## config.mk

```make
export PLATFORM = sky130hd
export DESIGN_NAME = coo_to_csr_row_pointer_builder_unit
export DESIGN_NICKNAME = d
export VERILOG_FILES = /design/src/hdl/coo_csr_pkg.sv /design/src/hdl/coo_csr_ram.sv /design/src/hdl/coo_csr_ctrl.sv /design/src/hdl/coo_csr_dp.sv /design/src/hdl/coo_to_csr_row_pointer_builder_unit.sv
export SDC_FILE = /design/constraint.sdc
export NUM_CORES = 2
export LEC_CHECK = 0
export BUFFER_PORTS_ARGS = -buffer_cell sky130_fd_sc_hd__buf_4
export CAP_MARGIN = 20
export CORE_ASPECT_RATIO = 0.6
export CORE_UTILIZATION = 60
export DETAILED_ROUTE_END_ITERATION = 7
export PLACE_DENSITY = 0.76
export SLEW_MARGIN = 5
export SYNTH_ARGS = -nofsm -noshare
export SYNTH_HDL_FRONTEND = slang
export SYNTH_SLANG_ARGS = --single-unit
```

## constraint.sdc

```tcl
create_clock -name clk_i -period 18.9 [get_ports clk_i]
set_input_delay 3.78 -clock clk_i [delete_from_list [all_inputs] [get_ports clk_i]]
set_output_delay 3.78 -clock clk_i [all_outputs]
set_load 0.05 [all_outputs]
```

## src/hdl/coo_csr_pkg.sv

```systemverilog
// ----------------------------------------------------------------------------
// COO to CSR converter package
// Field widths, action and status codes, and the control and status groups
// that pass between the controller and the datapath.
// ----------------------------------------------------------------------------
package coo_csr_pkg;

  localparam int ACT_W  = 2;
  localparam int ROW_W  = 8;
  localparam int COL_W  = 16;
  localparam int VAL_W  = 32;
  localparam int IDX_W  = 9;
  localparam int SLOT_W = 12;
  localparam int PTR_W  = 13;
  localparam int STAT_W = 2;

  localparam int MAX_ROWS_DEF    = 256;
  localparam int MAX_ENTRIES_DEF = 4096;

  localparam logic [IDX_W-1:0] ROWS_RESET = 9'd256;

  typedef enum logic [ACT_W-1:0] {
    ACT_ADD   = 2'd0,
    ACT_READ  = 2'd1,
    ACT_CLEAR = 2'd2,
    ACT_NOP   = 2'd3
  } action_e;

  typedef enum logic [STAT_W-1:0] {
    STS_OK        = 2'd0,
    STS_ROW_RANGE = 2'd1,
    STS_FULL      = 2'd2,
    STS_IDX_RANGE = 2'd3
  } status_e;

  // Commands from the controller to the datapath.
  typedef struct packed {
    logic capture;    // take the input item and work out its immediate result
    logic add_write;  // write back the incremented row count
    logic sum_run;    // step the row pointer summation
    logic out_load;   // move the finished result into the output register
  } ctrl_cmd_t;

  // Status from the datapath to the controller.
  typedef struct packed {
    action_e act;       // decoded action of the offered item
    logic    add_ok;    // offered add is in range and the store has room
    logic    idx_ok;    // offered pointer index is in range
    logic    sum_done;  // summation has finished
    logic    out_free;  // output register can take a result this cycle
  } dp_stat_t;

endpackage

```

## src/hdl/coo_csr_ram.sv

```systemverilog
// ----------------------------------------------------------------------------
// Generic RAM
// One write port and one read port with registered read data.
// ----------------------------------------------------------------------------
module coo_csr_ram #(
  parameter int WIDTH = 8,
  parameter int DEPTH = 16
) (
  input  logic                     clk_i,
  input  logic                     we_i,
  input  logic [$clog2(DEPTH)-1:0] waddr_i,
  input  logic [WIDTH-1:0]         wdata_i,
  input  logic                     re_i,
  input  logic [$clog2(DEPTH)-1:0] raddr_i,
  output logic [WIDTH-1:0]         rdata_o
);

  logic [WIDTH-1:0] mem_q [DEPTH];
  logic [WIDTH-1:0] rdata_q;

  always_ff @(posedge clk_i) begin
    if (we_i) begin
      mem_q[waddr_i] <= wdata_i;
    end
    if (re_i) begin
      rdata_q <= mem_q[raddr_i];
    end
  end

  assign rdata_o = rdata_q;

endmodule

```

## src/hdl/coo_csr_ctrl.sv

```systemverilog
// ----------------------------------------------------------------------------
// COO to CSR controller
// Sequences one item at a time: capture, count update or summation, and the
// hand-off of the result to the output register.
// ----------------------------------------------------------------------------
module coo_csr_ctrl (
  input  logic                   clk_i,
  input  logic                   rst_ni,
  input  logic                   in_valid_i,
  output logic                   in_stall_o,
  input  coo_csr_pkg::dp_stat_t  stat_i,
  output coo_csr_pkg::ctrl_cmd_t cmd_o
);

  typedef enum logic [1:0] {
    S_IDLE,
    S_ADD_WR,
    S_SUM,
    S_DONE
  } state_e;

  state_e state_q, state_d;

  always_comb begin
    state_d = state_q;
    cmd_o   = '0;
    case (state_q)
      S_IDLE: begin
        if (in_valid_i) begin
          cmd_o.capture = 1'b1;
          state_d       = S_DONE;
          if (stat_i.act == coo_csr_pkg::ACT_ADD && stat_i.add_ok) begin
            state_d = S_ADD_WR;
          end else if (stat_i.act == coo_csr_pkg::ACT_READ && stat_i.idx_ok) begin
            state_d = S_SUM;
          end
        end
      end
      S_ADD_WR: begin
        cmd_o.add_write = 1'b1;
        state_d         = S_DONE;
      end
      S_SUM: begin
        cmd_o.sum_run = 1'b1;
        if (stat_i.sum_done) begin
          state_d = S_DONE;
        end
      end
      S_DONE: begin
        if (stat_i.out_free) begin
          cmd_o.out_load = 1'b1;
          state_d        = S_IDLE;
        end
      end
      default: begin
        state_d = S_IDLE;
      end
    endcase
  end

  always_ff @(posedge clk_i or negedge rst_ni) begin
    if (!rst_ni) begin
      state_q <= S_IDLE;
    end else begin
      state_q <= state_d;
    end
  end

  assign in_stall_o = (state_q != S_IDLE);

endmodule

```

## src/hdl/coo_csr_dp.sv

```systemverilog
// ----------------------------------------------------------------------------
// COO to CSR datapath
// Row count RAM with per-row valid bits, entry counter, row pointer
// accumulator, result registers and the output register.
// ----------------------------------------------------------------------------
module coo_csr_dp #(
  parameter int MAX_ROWS    = coo_csr_pkg::MAX_ROWS_DEF,
  parameter int MAX_ENTRIES = coo_csr_pkg::MAX_ENTRIES_DEF
) (
  input  logic                                clk_i,
  input  logic                                rst_ni,
  input  logic                                cfg_we_i,
  input  logic [coo_csr_pkg::IDX_W-1:0]       cfg_wdata_i,
  input  logic [coo_csr_pkg::ACT_W-1:0]       action_i,
  input  logic [coo_csr_pkg::ROW_W-1:0]       entry_row_i,
  input  logic [coo_csr_pkg::COL_W-1:0]       entry_col_i,
  input  logic [coo_csr_pkg::VAL_W-1:0]       entry_value_i,
  input  logic [coo_csr_pkg::IDX_W-1:0]       pointer_index_i,
  output logic                                out_valid_o,
  input  logic                                out_stall_i,
  output logic [coo_csr_pkg::SLOT_W-1:0]      slot_o,
  output logic [coo_csr_pkg::COL_W-1:0]       out_col_o,
  output logic [coo_csr_pkg::VAL_W-1:0]       out_value_o,
  output logic [coo_csr_pkg::PTR_W-1:0]       row_pointer_o,
  output logic [coo_csr_pkg::STAT_W-1:0]      status_o,
  input  coo_csr_pkg::ctrl_cmd_t              cmd_i,
  output coo_csr_pkg::dp_stat_t               stat_o
);

  localparam int AW = $clog2(MAX_ROWS);

  // Configuration and effective row count.
  logic [coo_csr_pkg::IDX_W-1:0] rows_q;
  logic [coo_csr_pkg::IDX_W-1:0] n_rows;

  // Counting state.
  logic [MAX_ROWS-1:0]           valid_q;
  logic [coo_csr_pkg::PTR_W-1:0] entry_count_q;

  // Item and summation state.
  logic [AW-1:0]                 row_q;
  logic [AW-1:0]                 rd_addr_q;
  logic [coo_csr_pkg::IDX_W-1:0] idx_q;
  logic [coo_csr_pkg::IDX_W-1:0] k_q;
  logic                          pend_q;

  // Result registers.
  logic [coo_csr_pkg::SLOT_W-1:0] res_slot_q;
  logic [coo_csr_pkg::COL_W-1:0]  res_col_q;
  logic [coo_csr_pkg::VAL_W-1:0]  res_val_q;
  logic [coo_csr_pkg::PTR_W-1:0]  res_ptr_q;
  coo_csr_pkg::status_e           res_sts_q;

  // Output register.
  logic                           out_valid_q;
  logic [coo_csr_pkg::SLOT_W-1:0] out_slot_q;
  logic [coo_csr_pkg::COL_W-1:0]  out_col_q;
  logic [coo_csr_pkg::VAL_W-1:0]  out_val_q;
  logic [coo_csr_pkg::PTR_W-1:0]  out_ptr_q;
  logic [coo_csr_pkg::STAT_W-1:0] out_sts_q;

  // RAM signals.
  logic                          ram_re;
  logic [AW-1:0]                 ram_raddr;
  logic [coo_csr_pkg::PTR_W-1:0] ram_rdata;
  logic [coo_csr_pkg::PTR_W-1:0] cur_count;

  coo_csr_pkg::action_e act;
  logic row_ok;
  logic not_full;
  logic idx_ok;
  logic issue;

  // A register value of zero acts as one row; values above the store depth clamp.
  always_comb begin
    if (rows_q == '0) begin
      n_rows = coo_csr_pkg::IDX_W'(1);
    end else if (32'(rows_q) > 32'(MAX_ROWS)) begin
      n_rows = coo_csr_pkg::IDX_W'(MAX_ROWS);
    end else begin
      n_rows = rows_q;
    end
  end

  assign act      = coo_csr_pkg::action_e'(action_i);
  assign row_ok   = coo_csr_pkg::IDX_W'(entry_row_i) < n_rows;
  assign not_full = 32'(entry_count_q) < 32'(MAX_ENTRIES);
  assign idx_ok   = pointer_index_i <= n_rows;
  assign issue    = (k_q != idx_q);

  // A row never written since the last clear reads as zero.
  assign cur_count = valid_q[rd_addr_q] ? ram_rdata : '0;

  assign ram_re    = cmd_i.capture || (cmd_i.sum_run && issue);
  assign ram_raddr = cmd_i.sum_run ? AW'(k_q) : AW'(entry_row_i);

  coo_csr_ram #(
    .WIDTH (coo_csr_pkg::PTR_W),
    .DEPTH (MAX_ROWS)
  ) u_count_ram (
    .clk_i   (clk_i),
    .we_i    (cmd_i.add_write),
    .waddr_i (row_q),
    .wdata_i (cur_count + coo_csr_pkg::PTR_W'(1)),
    .re_i    (ram_re),
    .raddr_i (ram_raddr),
    .rdata_o (ram_rdata)
  );

  always_ff @(posedge clk_i or negedge rst_ni) begin
    if (!rst_ni) begin
      rows_q        <= coo_csr_pkg::ROWS_RESET;
      valid_q       <= '0;
      entry_count_q <= '0;
      k_q           <= '0;
      pend_q        <= 1'b0;
      out_valid_q   <= 1'b0;
    end else begin
      if (cfg_we_i) begin
        rows_q <= cfg_wdata_i;
      end
      if (cmd_i.capture) begin
        k_q    <= '0;
        pend_q <= 1'b0;
        if (act == coo_csr_pkg::ACT_CLEAR) begin
          valid_q       <= '0;
          entry_count_q <= '0;
        end
      end
      if (cmd_i.add_write) begin
        valid_q[row_q] <= 1'b1;
        entry_count_q  <= entry_count_q + coo_csr_pkg::PTR_W'(1);
      end
      if (cmd_i.sum_run) begin
        pend_q <= issue;
        if (issue) begin
          k_q <= k_q + coo_csr_pkg::IDX_W'(1);
        end
      end
      if (cmd_i.out_load) begin
        out_valid_q <= 1'b1;
      end else if (!out_stall_i) begin
        out_valid_q <= 1'b0;
      end
    end
  end

  always_ff @(posedge clk_i) begin
    if (ram_re) begin
      rd_addr_q <= ram_raddr;
    end
    if (cmd_i.capture) begin
      row_q      <= AW'(entry_row_i);
      idx_q      <= pointer_index_i;
      res_slot_q <= '0;
      res_col_q  <= '0;
      res_val_q  <= '0;
      res_ptr_q  <= '0;
      res_sts_q  <= coo_csr_pkg::STS_OK;
      case (act)
        coo_csr_pkg::ACT_ADD: begin
          if (!row_ok) begin
            res_sts_q <= coo_csr_pkg::STS_ROW_RANGE;
          end else if (!not_full) begin
            res_sts_q <= coo_csr_pkg::STS_FULL;
          end else begin
            res_slot_q <= entry_count_q[coo_csr_pkg::SLOT_W-1:0];
            res_col_q  <= entry_col_i;
            res_val_q  <= entry_value_i;
          end
        end
        coo_csr_pkg::ACT_READ: begin
          if (!idx_ok) begin
            res_sts_q <= coo_csr_pkg::STS_IDX_RANGE;
          end
        end
        default: begin
        end
      endcase
    end
    // Reads are issued one row per cycle and each is summed in the cycle after its read.
    if (cmd_i.sum_run && pend_q) begin
      res_ptr_q <= res_ptr_q + cur_count;
    end
    if (cmd_i.out_load) begin
      out_slot_q <= res_slot_q;
      out_col_q  <= res_col_q;
      out_val_q  <= res_val_q;
      out_ptr_q  <= res_ptr_q;
      out_sts_q  <= res_sts_q;
    end
  end

  always_comb begin
    stat_o.act      = act;
    stat_o.add_ok   = row_ok && not_full;
    stat_o.idx_ok   = idx_ok;
    stat_o.sum_done = !issue && !pend_q;
    stat_o.out_free = !out_valid_q || !out_stall_i;
  end

  assign out_valid_o   = out_valid_q;
  assign slot_o        = out_slot_q;
  assign out_col_o     = out_col_q;
  assign out_value_o   = out_val_q;
  assign row_pointer_o = out_ptr_q;
  assign status_o      = out_sts_q;

endmodule

```

## src/hdl/coo_to_csr_row_pointer_builder_unit.sv

```systemverilog
// ----------------------------------------------------------------------------
// COO to CSR row pointer builder
// Counts row-sorted COO entries per row, hands out CSR slots and answers row
// pointer queries.
// ----------------------------------------------------------------------------
// The block takes one item at a time and gives one result for each. An add
// is captured, its row count is written back in the add-write state, and the
// result then moves into the output register. A clear, an unused action or a
// rejected item moves straight from capture to the output register. A row
// pointer read of index i walks the per-row counts in a single-read-port RAM
// one row per cycle over rows 0 to i - 1 and sums each count as its read data
// returns, before its result moves on. The input is free again in the cycle
// the result appears, so a new item is taken only once the last one is done.
// A stalled output delays the move into the output register by the length of
// the stall. A clear takes effect at once through per-row valid bits, so no
// clearing pass follows reset or a clear.
// ----------------------------------------------------------------------------
module coo_to_csr_row_pointer_builder_unit #(
  parameter int MAX_ROWS    = coo_csr_pkg::MAX_ROWS_DEF,
  parameter int MAX_ENTRIES = coo_csr_pkg::MAX_ENTRIES_DEF
) (
  input  logic                           clk_i,
  input  logic                           rst_ni,
  input  logic                           cfg_we_i,
  input  logic [coo_csr_pkg::IDX_W-1:0]  cfg_wdata_i,
  input  logic                           in_valid_i,
  output logic                           in_stall_o,
  input  logic [coo_csr_pkg::ACT_W-1:0]  action_i,
  input  logic [coo_csr_pkg::ROW_W-1:0]  entry_row_i,
  input  logic [coo_csr_pkg::COL_W-1:0]  entry_col_i,
  input  logic [coo_csr_pkg::VAL_W-1:0]  entry_value_i,
  input  logic [coo_csr_pkg::IDX_W-1:0]  pointer_index_i,
  output logic                           out_valid_o,
  input  logic                           out_stall_i,
  output logic [coo_csr_pkg::SLOT_W-1:0] slot_o,
  output logic [coo_csr_pkg::COL_W-1:0]  out_col_o,
  output logic [coo_csr_pkg::VAL_W-1:0]  out_value_o,
  output logic [coo_csr_pkg::PTR_W-1:0]  row_pointer_o,
  output logic [coo_csr_pkg::STAT_W-1:0] status_o
);

  coo_csr_pkg::ctrl_cmd_t cmd;
  coo_csr_pkg::dp_stat_t  stat;

  coo_csr_ctrl u_ctrl (
    .clk_i      (clk_i),
    .rst_ni     (rst_ni),
    .in_valid_i (in_valid_i),
    .in_stall_o (in_stall_o),
    .stat_i     (stat),
    .cmd_o      (cmd)
  );

  coo_csr_dp #(
    .MAX_ROWS    (MAX_ROWS),
    .MAX_ENTRIES (MAX_ENTRIES)
  ) u_dp (
    .clk_i           (clk_i),
    .rst_ni          (rst_ni),
    .cfg_we_i        (cfg_we_i),
    .cfg_wdata_i     (cfg_wdata_i),
    .action_i        (action_i),
    .entry_row_i     (entry_row_i),
    .entry_col_i     (entry_col_i),
    .entry_value_i   (entry_value_i),
    .pointer_index_i (pointer_index_i),
    .out_valid_o     (out_valid_o),
    .out_stall_i     (out_stall_i),
    .slot_o          (slot_o),
    .out_col_o       (out_col_o),
    .out_value_o     (out_value_o),
    .row_pointer_o   (row_pointer_o),
    .status_o        (status_o),
    .cmd_i           (cmd),
    .stat_o          (stat)
  );

endmodule
```

After elaboration in Yosys (flattened, before gate mapping)
Memory sizes are Yosys's and may differ from the RTL's. A register that Yosys moved wholly into a read port is not among the register bits.
Cells that the tools add are included.
{ "classes": {"addsub": 4, "magnitude_cmp": 7, "n_eq_ne": 10, "n_mux": 41, "bitwise": 1, "reduce_logical": 24} }
{ "op_table": {"columns": ["operator", "n"], "rows": [
  ["two-way mux 256 bit", 3],
  ["OR 256 bit", 1],
  ["two-way mux 13 bit", 6],
  ["two-way mux 9 bit", 5],
  ["adder 13 x 1 -> 13 bit, second input constant", 2],
  ["less-than comparator 8 x 9 -> 1 bit, second input constant", 2],
  ["two-way mux 1 bit", 15],
  ["two-way mux 2 bit", 7],
  ["adder 13 bit", 1],
  ["less-than comparator 13 bit, second input constant", 1],
  ["nonzero test 2 bit", 5],
  ["adder 9 x 1 -> 9 bit, second input constant", 1],
  ["greater-than comparator 9 bit, second input constant", 1],
  ["less-or-equal comparator 9 bit", 1],
  ["logical NOT 9 bit", 1],
  ["less-than comparator 8 x 9 -> 1 bit", 1],
  ["!= test 9 bit", 1],
  ["binary-select mux 1 bit (select 8 bit)", 1],
  ["demux 1 bit (select 8 bit)", 1],
  ["greater-or-equal comparator 8 x 1 -> 1 bit, second input constant", 1],
  ["two-way mux 8 bit", 1],
  ["case mux 2 bit (4 select lines)", 1],
  ["logical AND 1 bit", 7],
  ["equality test 2 bit, second input constant", 3],
  ["9 further kinds", 18]
]} }
{ "totals": {"register_bits": 466, "ramBits": 3328, "in_bits": 81, "out_inout_bits": 77, "word_cells": 108, "memories": 1} }
{ "mem_list": {"columns": ["name", "words", "word_bits", "read_ports", "rd_ports_with_merged_regs", "wr", "line_no", "text"], "rows": [
  ["u_dp.u_count_ram.mem_q", 256, 13, 1, 1, 1, "coo_csr_ram.sv:18", "logic [WIDTH-1:0] mem_q [DEPTH];"]
]} }

Longest topological paths before layout
{ "logic_depth": {"ltp_word": 9, "depth_mapped": 25, "mapped_depth_nobuf": 19} }

Cells and area by module
Synthesis repeated with hierarchy kept, for this count alone.
{ "unflattened": {"hier_cells": 7377, "area_unflattened_um2": 149270.7} }
{ "by_module_without_submodules": {"columns": ["module", "instances", "cells_per_inst", "area_per_inst_um2", "seq_area_each_um2"], "rows": [
  ["coo_csr_ram", 1, 5729, 128514.5, 100326.2],
  ["coo_csr_dp", 1, 1625, 20551.0, 12488.2],
  ["coo_csr_ctrl", 1, 23, 205.2, 50.0]
]} }

Worst setup path after synthesis
OpenSTA, ideal clock, no wires.
{ "synth_timing": {"kind": "register to register", "from": "reg u_dp.rd_addr_q[0]", "to": "mem u_dp.u_count_ram.mem_q[0][2] (netlist bit) (data pin)", "setup_time_ns": 1.652, "t_arrival_ns": 13.149, "required_ns": 17.248, "path_slack_ns": 4.099, "path_stages_with_launch": 15, "n_path_buf": 4, "synth_period_minus_slack_ns": 14.801, "cell_sequence": "edfxtp_1 -> buf_6 -> buf_6 -> mux4_2 -> mux2i_1 -> nor3_1 -> a2111oi_4 -> a22oi_2 -> and3_4 -> buf_2 -> clkbuf_1 -> nand2_1 -> inv_1 -> ha_1 -> xnor2_1"} }
{ "synth_between": {"elab_chain_cells": 4} }
{ "synth_rtl": {"columns": ["item", "line_no", "text"], "rows": [
  ["start: declaration", "coo_csr_dp.sv:42", "logic [AW-1:0] rd_addr_q;"],
  ["start signal: assignment", "coo_csr_dp.sv:150", "rd_addr_q <= ram_raddr;"],
  ["binary-select mux 1 bit (select 8 bit)", "coo_csr_dp.sv:92", "assign cur_count = valid_q[rd_addr_q] ? ram_rdata : '0;"],
  ["two-way mux 1 bit (not written as such)", "coo_csr_dp.sv:92", null],
  ["two-way mux 13 bit", "coo_csr_dp.sv:92", null],
  ["adder 13 x 1 -> 13 bit", "coo_csr_dp.sv:104", ".wdata_i (cur_count + coo_csr_pkg::PTR_W'(1)),"],
  ["net u_dp.u_count_ram.wdata_i[2]", "coo_csr_ram.sv:12", "input logic [WIDTH-1:0] wdata_i,"],
  ["end: declaration", "coo_csr_ram.sv:18", null]
]} }
The timed path passes the listed nets, and every way through them passes these cells. The select of a mux whose other input is x is not followed.

Worst setup path in the final report
{ "layout_timing": {"from": "in entry_row_i[0] (netlist bit)", "to": "reg u_dp.u_count_ram.rdata_q[2], in the netlist u_dp.u_count_ram.rdata_o[2] (read register of u_dp.u_count_ram.mem_q) (data pin)"} }
{ "layout_between": {"elab_chain_cells": 1} }
{ "layout_rtl": {"columns": ["item", "line_no", "text"], "rows": [
  ["start: declaration", "coo_to_csr_row_pointer_builder_unit.sv:29", "input logic [coo_csr_pkg::ROW_W-1:0] entry_row_i,"],
  ["two-way mux 8 bit", "coo_csr_dp.sv:95", "assign ram_raddr = cmd_i.sum_run ? AW'(k_q) : AW'(entry_row_i);"],
  ["end: declaration", "coo_csr_ram.sv:19", "logic [WIDTH-1:0] rdata_q;"]
]} }
Every way passes these cells.
A chain may end at the register's enable or synchronous reset.

==> metrics.txt <==
CTS Root Cell=clkbuf_16; grt ovf=0; WL/cell=~29 microns; Synth top cells by count=edfxtp_1 (3,516), nand2_1 (3,407), nand3_1 (1,703); crit-path max FO=66; Final Cycle Share=49.6%; post-synth top area cell=edfxtp_1; Synth area leaders=edfxtp_1 (69%), nand2_1 (8.4%), nand3_1 (5.6%); library cells used by synthesis=between 60 and 70; PD cells=around 170 nW/um^2; Max-Slew Margin vs Limit=about 11%; Synth Register Bits=~3,800; Worst Skew=around 66 ps; max_cap viols=0; layout cell share with drive strength beyond 1=about a tenth; CTS tree=built; vias in the first global route=96,225; H-tree depth=5; worst reg2reg path depth=20; number of flops mapped to enable cells by yosys=between 3,000 and 4,000; Clock Sink Count=3,807; FF-to-FF End=u_dp.u_count_ram.mem_q[212][12]; CP Data Arrival Time=around 10,000 ps; hold buffer count at CTS=0; Avg Inst Size Synth=13.0 sq um; Detailed Route WL=approximately 440,000 microns; Tmin final=around 9400 ps; initial core utilization=between 60% and 70%; synthesis-to-layout area growth=10.9%; Die ar.=257,000 sq um; Setup crit start kind=input port; Worst Hold Class=register to register; post-route ant nets=0; Worst IR Drop VDD=approximately 0.00036 V; routed vias=about 100k; Net Count, Synth=around 12,000; unrepaired setup endpoints after global routing=false; sequential share of power=between 40% and 50%; Final #Nets=11,961; Max Freq=approximately 110 MHz; TNS Setup=0 ps; Post-CTS Setup Repair Bufs=0; slowest CP cell=a211oi_2; category of the most critical setup path=input port to register; synthesized area=roughly 150,000 sq um; internal power=between 15 and 20 mW; row count=about 140; placed cell count=between 10,000 and 15,000; final setup fails=0; Hold Path Stages=0; Crit path largest cell delay=just over 1000 ps; Finished Layout Cells=15,514; first-pass GRT wire length=642,000 microns; Worst Max-Slew Pin Slew=1330 ps; Residual DRC=0; sequential fraction of the synthesis area=approximately 74%; most frequent cell after synthesis=edfxtp_1; 1st-iter DRT viols=approximately 19,000; Gate Count Post-Synth=between 10,000 and 15,000; final hold violation count=0; CTS Buf Count=327; hold_sp=u_dp.res_slot_q[0]; PortBufs=157; Die Y=around 390 microns; via density per instance=approximately 6.7; post-cts sizing count=0; largest net degree at the start of global routing=between 150 and 200; status=complete, no violations; r2r startpoint=u_dp.rd_addr_q[2]; switch share=about two fifths; initial antenna violation count=16; Core Util, Final=approximately two thirds; Die W=~650 microns; clock power share=23.3%; combinational power share=between 30% and 40%; Top FF cell, synth=edfxtp_1; post-synth top area share=approximately 69%; worst path cell trace=buf_4 > mux2i_4 > buf_4 > buf_4 > buf_4 > buf_4 > buf_4 > nand2_1 > and3_1 > a311oi_1 > a311oi_1 > a31oi_1 > a21oi_1 > a211oi_2 > nor3_1 > a21oi_1; reg2reg setup slack=10,110 ps; Worst EP required=19,630 ps; Leak=roughly 60 nW; clock buffer depth=4; P_sw=between 10 and 15 mW; clock transition at the registers of the reported paths=around 70 ps; FILL cells=16,901; Pins Over Slew Limit=0; drt pass-1 iters=7; async set-reset flop share out of synthesis=7.64%; clk_lat worst skew=around 920 ps; I/O pins=approximately 160; total track usage=approximately a third; Critical Path Start=entry_row_i[0]; crit-path most repeated cell=buf_4; worst hold endpoint=u_dp.slot_o[0]; Synth warnings=0; Core ar.=253,000 sq um; Crit. End Element=register; routability cong.=about 0.98; DP Wirelength=between 200,000 and 300,000 microns
## cell type report
type / count / area, sq um / share of cell area (%)
Sequential cell: 3807 / 113000 / 66.6
Inverter: 30 / 134 / 0.0790
Antenna cell: 8 / 20.0 / 0.0118
Clock inverter: 147 / 1190 / 0.704
Timing Repair Buffer: 560 / 4850 / 2.86
Multi-Input combinational cell: 7119 / 37000 / 21.8
Tap cell: 3407 / 4260 / 2.52
Clock buffer: 436 / 9090 / 5.37
## routing by layer
metal / share of wire, % / up-vias / track usage [%]
met5: 0.028 / - / 0
met4: 4.0 / 20 / 12.3
li1: - / 43358 / -
met2: 42 / 8246 / 46.7
met1: 37 / 50919 / 49.6
met3: 17 / 1059 / 13.3
## cells in the final DEF, fill, tap and decap left out, types with 193 or more instances in the layout
cell type,count
a311oi_1,545
and3_1,221
nor2_1,193
buf_4,488
dfrtp_1,290
nand2_1,3401
clkbuf_16,340
a21o_1,262
nand3_1,1703
edfxtp_1,3516
## state kept, by name, indices dropped and copies added, names as in the netlist, 9 cells and up
signal,flops
u_dp.u_count_ram.rdata_o,13
u_dp.valid_q,256
u_dp.u_count_ram.mem_q,3328
u_dp.out_value_o,32
u_dp.res_ptr_q,13
u_dp.out_col_o,16
u_dp.row_pointer_o,13
u_dp.res_col_q,16
u_dp.slot_o,12
u_dp.rows_q,9
u_dp.k_q,9
u_dp.entry_count_q,13
u_dp.idx_q,9
u_dp.res_val_q,32
u_dp.res_slot_q,12
## worst max-delay path, delay by kind of cell
| family | cells | cell delay (ps) |
|---|---|---|
| AO/OA/AOI/OAI | 6 | 2180 |
| buffers and inverters | 6 | 3410 |
| multiplexers | 1 | 130 |
| AND/OR/NAND/NOR | 3 | 430 |
## per-stage QoR
stage	hold WS [ps]	power, mW	instance area [sq um]	setup slack (ps)
final	417	28.5	169000	9530
after CTS	414	28.0	169000	9770
after global routing	419	29.3	169000	9400
after global placement	401	21.2	158000	8530
after floorplan	400	18.0	153000	4100
after detailed placement	405	21.5	159000	8900
## power groups by stage
| stage | Clock [mW] | Combinational, mW | Sequential, mW |
|---|---|---|---|
| floorplan | 0 | 5.44 | 12.6 |
| global placement | 0 | 9.38 | 11.8 |
| detailed placement | 0 | 9.71 | 11.8 |
| CTS | 6.64 | 9.76 | 11.6 |
| global route | 6.96 | 10.6 | 11.7 |
| finish | 6.64 | 10.2 | 11.7 |
## worst max path at each step
stage	end	slack [ps]	cells after the start
detailed placement	u_dp.u_count_ram.rdata_o[0]	8900	16
finish	u_dp.u_count_ram.rdata_o[2]	9530	16
floorplan	u_dp.u_count_ram.mem_q[0][2]	4100	14
global placement	u_dp.u_count_ram.rdata_o[2]	8530	16
global route	u_dp.u_count_ram.rdata_o[2]	9400	16
CTS	u_dp.u_count_ram.rdata_o[0]	9770	16
## kinds of logic (layout without fill, tap and decap cells)
logic type	Yosys count	count (layout)	synth area share (%)
AO/OA/AOI/OAI	1125	1125	5.71
XOR/XNOR	33	33	0.194
adder cells (fa/ha/maj)	36	36	0.299
buffers and inverters	860	1173	2.22
flip-flops	3807	3807	73.9
multiplexers	118	118	1.36
other	0	8	0
AND/OR/NAND/NOR	5807	5807	16.3
Note: power is estimated with default switching activity, not from simulation.
